## src/rtl/tqg_pkg.sv

```systemverilog
// ----------------------------------------------------------------------------
// tqg_pkg
// Shared types, widths and arithmetic helpers for the two-qubit gate core.
// ----------------------------------------------------------------------------
package tqg_pkg;

    localparam int AMP_W  = 16;
    localparam int WORD_W = 2 * AMP_W;
    localparam int PROD_W = 2 * AMP_W + 1;
    localparam int ACC_W  = PROD_W + 2;
    localparam int RND_W  = ACC_W - 14;

    typedef enum logic [1:0] {
        KIND_WRITE = 2'd0,
        KIND_READ  = 2'd1,
        KIND_GATE  = 2'd2
    } t_kind;

    typedef struct packed {
        logic       valid;
        logic       first;
        logic       last;
        logic [1:0] row;
    } t_mac_ctl;

    // Q6.29 sum to Q1.15: add half an LSB, floor, saturate.
    function automatic logic signed [AMP_W-1:0] round_sat(
        input logic signed [ACC_W-1:0] acc
    );
        logic signed [ACC_W-1:0] biased;
        logic signed [RND_W-1:0] v;
        biased = acc + ACC_W'(8192);
        v      = biased[ACC_W-1:14];
        if (v > RND_W'(32767)) begin
            round_sat = 16'sh7FFF;
        end else if (v < -RND_W'(32768)) begin
            round_sat = 16'sh8000;
        end else begin
            round_sat = v[AMP_W-1:0];
        end
    endfunction

endpackage

```

## src/rtl/tqg_cmac.sv

```systemverilog
// ----------------------------------------------------------------------------
// tqg_cmac
// Complex multiply-accumulate: one complex product per cycle, four products
// summed per gate row, then rounded and saturated to a packed amplitude word.
// ----------------------------------------------------------------------------
module tqg_cmac (
    input  logic                              i_clk,
    input  logic                              i_rst_n,
    input  tqg_pkg::t_mac_ctl                 i_ctl,
    input  logic signed [tqg_pkg::AMP_W-1:0]  i_g_re,
    input  logic signed [tqg_pkg::AMP_W-1:0]  i_g_im,
    input  logic signed [tqg_pkg::AMP_W-1:0]  i_a_re,
    input  logic signed [tqg_pkg::AMP_W-1:0]  i_a_im,
    output logic                              o_res_valid,
    output logic [1:0]                        o_res_row,
    output logic [tqg_pkg::WORD_W-1:0]        o_res_word
);

    logic signed [2*tqg_pkg::AMP_W-1:0] m_rr, m_ii, m_ri, m_ir;
    logic signed [tqg_pkg::PROD_W-1:0]  n_prod_re, n_prod_im;
    logic signed [tqg_pkg::PROD_W-1:0]  r_prod_re, r_prod_im;
    logic signed [tqg_pkg::ACC_W-1:0]   r_acc_re, r_acc_im;
    tqg_pkg::t_mac_ctl                  r_p_ctl;
    logic                               r_a_last;
    logic [1:0]                         r_a_row;
    logic                               r_res_valid;
    logic [1:0]                         r_res_row;
    logic [tqg_pkg::WORD_W-1:0]         r_res_word;

    assign m_rr = i_g_re * i_a_re;
    assign m_ii = i_g_im * i_a_im;
    assign m_ri = i_g_re * i_a_im;
    assign m_ir = i_g_im * i_a_re;

    assign n_prod_re = tqg_pkg::PROD_W'(m_rr) - tqg_pkg::PROD_W'(m_ii);
    assign n_prod_im = tqg_pkg::PROD_W'(m_ri) + tqg_pkg::PROD_W'(m_ir);

    always_ff @(posedge i_clk) begin
        if (!i_rst_n) begin
            r_p_ctl     <= '0;
            r_a_last    <= 1'b0;
            r_res_valid <= 1'b0;
        end else begin
            r_p_ctl     <= i_ctl;
            r_a_last    <= r_p_ctl.valid && r_p_ctl.last;
            r_res_valid <= r_a_last;
        end
    end

    always_ff @(posedge i_clk) begin
        r_prod_re <= n_prod_re;
        r_prod_im <= n_prod_im;
        r_a_row   <= r_p_ctl.row;
        r_res_row <= r_a_row;
        if (r_p_ctl.valid) begin
            r_acc_re <= (r_p_ctl.first ? '0 : r_acc_re) + tqg_pkg::ACC_W'(r_prod_re);
            r_acc_im <= (r_p_ctl.first ? '0 : r_acc_im) + tqg_pkg::ACC_W'(r_prod_im);
        end
        if (r_a_last) begin
            r_res_word <= {tqg_pkg::round_sat(r_acc_im), tqg_pkg::round_sat(r_acc_re)};
        end
    end

    assign o_res_valid = r_res_valid;
    assign o_res_row   = r_res_row;
    assign o_res_word  = r_res_word;

endmodule

```

## config.mk

```make
export PLATFORM = sky130hd
export DESIGN_NAME = tqg_cmac
export DESIGN_NICKNAME = d
export VERILOG_FILES = /design/src/rtl/tqg_pkg.sv /design/src/rtl/tqg_cmac.sv
export SDC_FILE = /design/constraint.sdc
export NUM_CORES = 2
export LEC_CHECK = 0
export BUFFER_PORTS_ARGS = -buffer_cell sky130_fd_sc_hd__buf_2
export CORE_ASPECT_RATIO = 1.4
export CORE_MARGIN = 1.5
export CORE_UTILIZATION = 50
export CTS_CLUSTER_DIAMETER = 30
export DETAILED_ROUTE_END_ITERATION = 8
export PLACE_DENSITY = 0.64
export SYNTH_ARGS = -nofsm -noshare
export SYNTH_HDL_FRONTEND = slang
export SYNTH_SLANG_ARGS = --single-unit
```

## constraint.sdc

```tcl
create_clock -name i_clk -period 14.28 [get_ports i_clk]
set_input_delay 2.142 -clock i_clk [delete_from_list [all_inputs] [get_ports i_clk]]
set_output_delay 2.142 -clock i_clk [all_outputs]
set_load 0.02 [all_outputs]
```

# Word-level counts from Yosys, hierarchy flattened
# Index checks and enable logic that the tools add are counted.
dict set report totals {
  output_inout_bits 35
  reg_bits 179
  input_bits 71
  word_cells 33
}
dict set report classes {
  add_sub_neg 6
  muxes 4
  n_lt_le_gt_ge 4
  n_reduce_logical 1
  multipliers 4
}
# cell count
set op_table {}
lappend op_table {{16-bit by 16-bit multiplier with 32-bit output} 4}
lappend op_table {{35-bit by 15-bit adder with 35-bit output, second input constant} 2}
lappend op_table {{35-bit adder} 2}
lappend op_table {{35-bit two-way mux} 2}
lappend op_table {{21-bit by 16-bit > comparator with 1-bit output, second input constant} 2}
lappend op_table {{21-bit by 16-bit less-than comparator with 1-bit output, second input constant} 2}
lappend op_table {{32-bit by 32-bit adder with 33-bit output} 1}
lappend op_table {{32-bit by 32-bit subtractor with 33-bit output} 1}
lappend op_table {{16-bit two-way mux} 2}
lappend op_table {{1-bit logical AND} 1}

# Logic depth before layout (Yosys ltp)
dict set report logic_depth {
  ltp_word 3
  ltp_mapped 29
}

# Worst setup path before layout
# No wires, ideal clock.
dict set report synth_path {
  path_kind {input -> register}
  from {input port i_a_re[15] (netlist name)}
  to {register r_prod_im[32] (netlist name)}
  slack_ns 5.118
  stages 27
  arrival_time_ns 9.090
  path_cell_list {clkbuf_1 -> inv_1 -> buf_1 -> fa_1 -> inv_1 -> fa_1 -> fa_1 -> inv_1 -> fa_1 -> inv_1 -> fa_1 -> fa_1 -> fa_1 -> inv_1 -> fa_1 -> inv_1 -> ha_1 -> a21o_1 -> a21oi_1 -> o21bai_1 -> a211oi_1 -> o21ai_1 -> a2111oi_4 -> nor4_1 -> or3_1 -> a21oi_1 -> xnor2_1}
}
dict set report synth_via {
  elab_chain_cells 2
}
# item line_no
set synth_rtl {}
lappend synth_rtl {{from (decl)} tqg_cmac.sv:12} ;# input logic signed [tqg_pkg::AMP_W-1:0] i_a_re,
lappend synth_rtl {{16-bit by 16-bit multiplier with 32-bit output} tqg_cmac.sv:33} ;# assign m_ir = i_g_im * i_a_re;
lappend synth_rtl {{32-bit by 32-bit adder with 33-bit output} tqg_cmac.sv:36} ;# assign n_prod_im = tqg_pkg::PROD_W'(m_ri) + tqg_pkg::PROD_W'(m_ir);
lappend synth_rtl {{net n_prod_im (one bit)} tqg_cmac.sv:20} ;# logic signed [tqg_pkg::PROD_W-1:0] n_prod_re, n_prod_im;
lappend synth_rtl {{to (signal assigned)} tqg_cmac.sv:52} ;# r_prod_im <= n_prod_im;
lappend synth_rtl {{to (decl)} tqg_cmac.sv:21} ;# logic signed [tqg_pkg::PROD_W-1:0] r_prod_re, r_prod_im;
# The timed path passes the listed nets, and every way through them passes these cells.
# A chain may end at the register's enable or synchronous reset.

# Worst setup path after layout
dict set report layout_path {
  from {input port i_a_re[0] (netlist name)}
  to {register r_prod_im[32] (netlist name)}
}
# Same word-level chain as after synthesis.

==> out/metrics.csv <==
metric,value,unit
Die W,268.9,um
DRT antenna net count,0,
via count,33667,
Setup Skew,0.01241,ns
Crit. End Element,flip-flop,
Hold Slack,0.3307,ns
HPWL after detailed placement,90.43,mm
largest net degree at the start of global routing,72,
final net count,6729,
CTS tree,built,
routability cong.,0.8482,
crit path time final,9.828,ns
Filler Cell Count,9178,
initial core utilization,50.40,%
mapped cell area,49490,sq um
XOR/XNOR share of the synthesized area,3.380,%
DRT Wirelength,115.7,mm
"EDFF count, synth",102,
footprint of the multi-input gates,39230,sq um
mux cell area share after synthesis,0,%
clk slew on worst S/H paths,0.07,ns
die area,100900,sq um
Max Transition Viols Final,0,
YS warnings,0,
simple logic cell fraction of the synthesized area,13.96,%
WS Path Type,in -> reg,
CP Launch Type,input pin,
CP arrival,10.18,ns
area delta synth->final,4.149,%
endpoints failing setup,0,
post-synthesis adder-cell area fraction,57.14,%
slowest cell on the critical path,and2_1,
total gr overflow,0,
PortBufs,105,
Worst-Skew Late Latency,0.49,ns
DR pass1 iterations,6,
crit-path max FO,32,
initial antenna violation count,8,
CTS Hold Buffers Added,0,
post-synthesis async set-or-reset flop share,0,%
setup tns final,0,ns
via/cell ratio,5.236,
Post-CTS Resized,0,
required time worst endpoint,14.63,ns
I/O Pins,106,
"Hold Vio Cnt, Final",0,
post-synthesis sequential area ratio,9.304,%
first-pass GRT wire length,192.4,mm
Core Box Area,98180,sq um
# rows,136,
clk sinks,179,
largest family of logic cells by synthesized area,adder cells,
Max stage delay on crit path,0.80,ns
Wirelength per Cell,17.99,um
Die Y-Extent,375.2,um
Root Buffer,clkbuf_16,
period utilization,68.83,%
status,finished clean,
Initial DRC Count,1759,
synth unique cells,69,
Post-Syn Instances,5176,
DRC violations left,0,
worst hold path type,reg -> reg,
clk buf depth,2,
Post-synth top flop,edfxtp_1,
max_slew headroom,24.86,%
H-tree levels,4,
fmax,101.7,MHz
post-synthesis compound-gate area fraction,4.786,%
Tightest Pin Transition,1.127,ns
share of layout cells above drive strength 1,3.362,%
clock buffers created by TritonCTS,17,
Final Util,52.49,%
Seq cells post-synth,179,
cell repeated most along the worst path,fa_1,
unrepaired setup endpoints after global routing,false,
mean post-synth cell area,9.561,sq um
Max-Cap Viols,0,
post-CTS setup buffers,0,
vias in the first global route,36681,
total track usage,24.67,%
Synthesized Nets,6802,
Reg area,4611,sq um
==> final timing paths <==
check	from	endpoint	slack (ns)	cells past startpoint
worst min-delay path	r_p_ctl[0]	r_a_row[0]	0.33	0
worst max-delay path	i_a_re[0]	r_prod_im[32]	4.45	25
worst min register to register	r_p_ctl[0]	r_a_row[0]	0.33	0
worst max register to register	r_p_ctl[3]	r_acc_re[34]	10.28	15
==> stage by stage <==
step,worst slack [ns],cells,cell area (sq um)
after floorplan,5.118,5176,49490
after global placement,4.035,6395,50970
after detailed placement,3.971,6395,50970
after CTS,4.497,6427,51530
after global routing,4.138,6428,51540
final,4.452,6430,51540
==> cells in the mapped netlist, drive strengths merged, types with 3 or more instances <==
cell type  count  area share [%]
nor3          22            0.22
or3           10            0.13
xor2          51            0.90
a31o           4           0.071
clkbuf       203             1.5
o22ai          3           0.038
o31ai          4            0.12
a21boi         4           0.061
nand2b        33            0.42
and3          17            0.21
nor4           7            0.11
nor2b         70            0.88
dfxtp         77             3.1
edfxtp       102             6.2
inv         1292             9.8
o21a          19            0.29
nand2        539             4.1
a221o          3           0.061
o41ai          3           0.053
nand4         10            0.13
nand3b         3           0.046
ha           380             9.6
a21o          50            0.76
nor2         140             1.1
a21oi        107             1.1
o2111ai        3           0.053
a211oi        16            0.25
a31oi          9            0.11
buf            9           0.086
o31a           4           0.071
o21bai        21            0.32
o21ai         85            0.86
a211o          3           0.053
nand3         38            0.38
and2         490             6.2
fa          1175              48
o211ai         5           0.086
xnor2        140             2.5
==> worst max-delay path: cells and delay by family <==
family	cells	cell delay (ns)
AOI/OAI and AO/OA	7	1.45
xor gates and xnor gates	1	0.08
adders and majority gates	9	4.39
buffers and inverters	5	0.83
and+or+nand+nor	3	1.29
==> cell type report <==
| cell class | count | share of cell area [%] |
|---|---|---|
| clock buffer | 18 | 0.8327 |
| multi-input combinational | 3493 | 76.11 |
| antenna | 3 | 0.01457 |
| tap | 1311 | 3.183 |
| inverter | 1292 | 9.409 |
| sequential | 179 | 8.946 |
| clock inverter | 14 | 0.2646 |
| timing repair buffer | 120 | 1.238 |
==> metal layers <==
metal	global-route usage [%]	share of wire [%]
met2	43.54	52
met1	31.00	39
met4	9.158	3.9
met3	2.666	4.5
met5	0	0.062
==> logic make-up (layout without fill, tap and decap cells) <==
logic type,Yosys count,count (layout)
adder cells (fa/ha/maj),1555,1555
buffers and inverters,1504,1444
AND/OR/NAND/NOR,1384,1384
AO/OA/AOI/OAI,363,363
XOR/XNOR,191,191
flip-flops,179,179
other,0,3
==> flip-flops by register name, indices dropped and copies added, names as in the netlist <==
name / count
r_acc_im: 35
r_acc_re: 35
r_prod_im: 33
r_prod_re: 33
o_res_word: 32
r_p_ctl: 5
o_res_row: 2
r_a_row: 2
o_res_valid: 1
r_a_last: 1
==> layout by cell type (no fill, tap or decap), types with 74 or more instances in the layout <==
cell and count:
xnor2_1 140, inv_1 1292, edfxtp_1 102, nand2_1 539, buf_2 105, and2_1 490, a21oi_1 106, nor2_1 140
ha_1 380, fa_1 1175, dfxtp_1 74
Power is left out: the tool's default activity adds up to more than one toggle a clock period on the data nets, which glitch-free logic cannot reach.
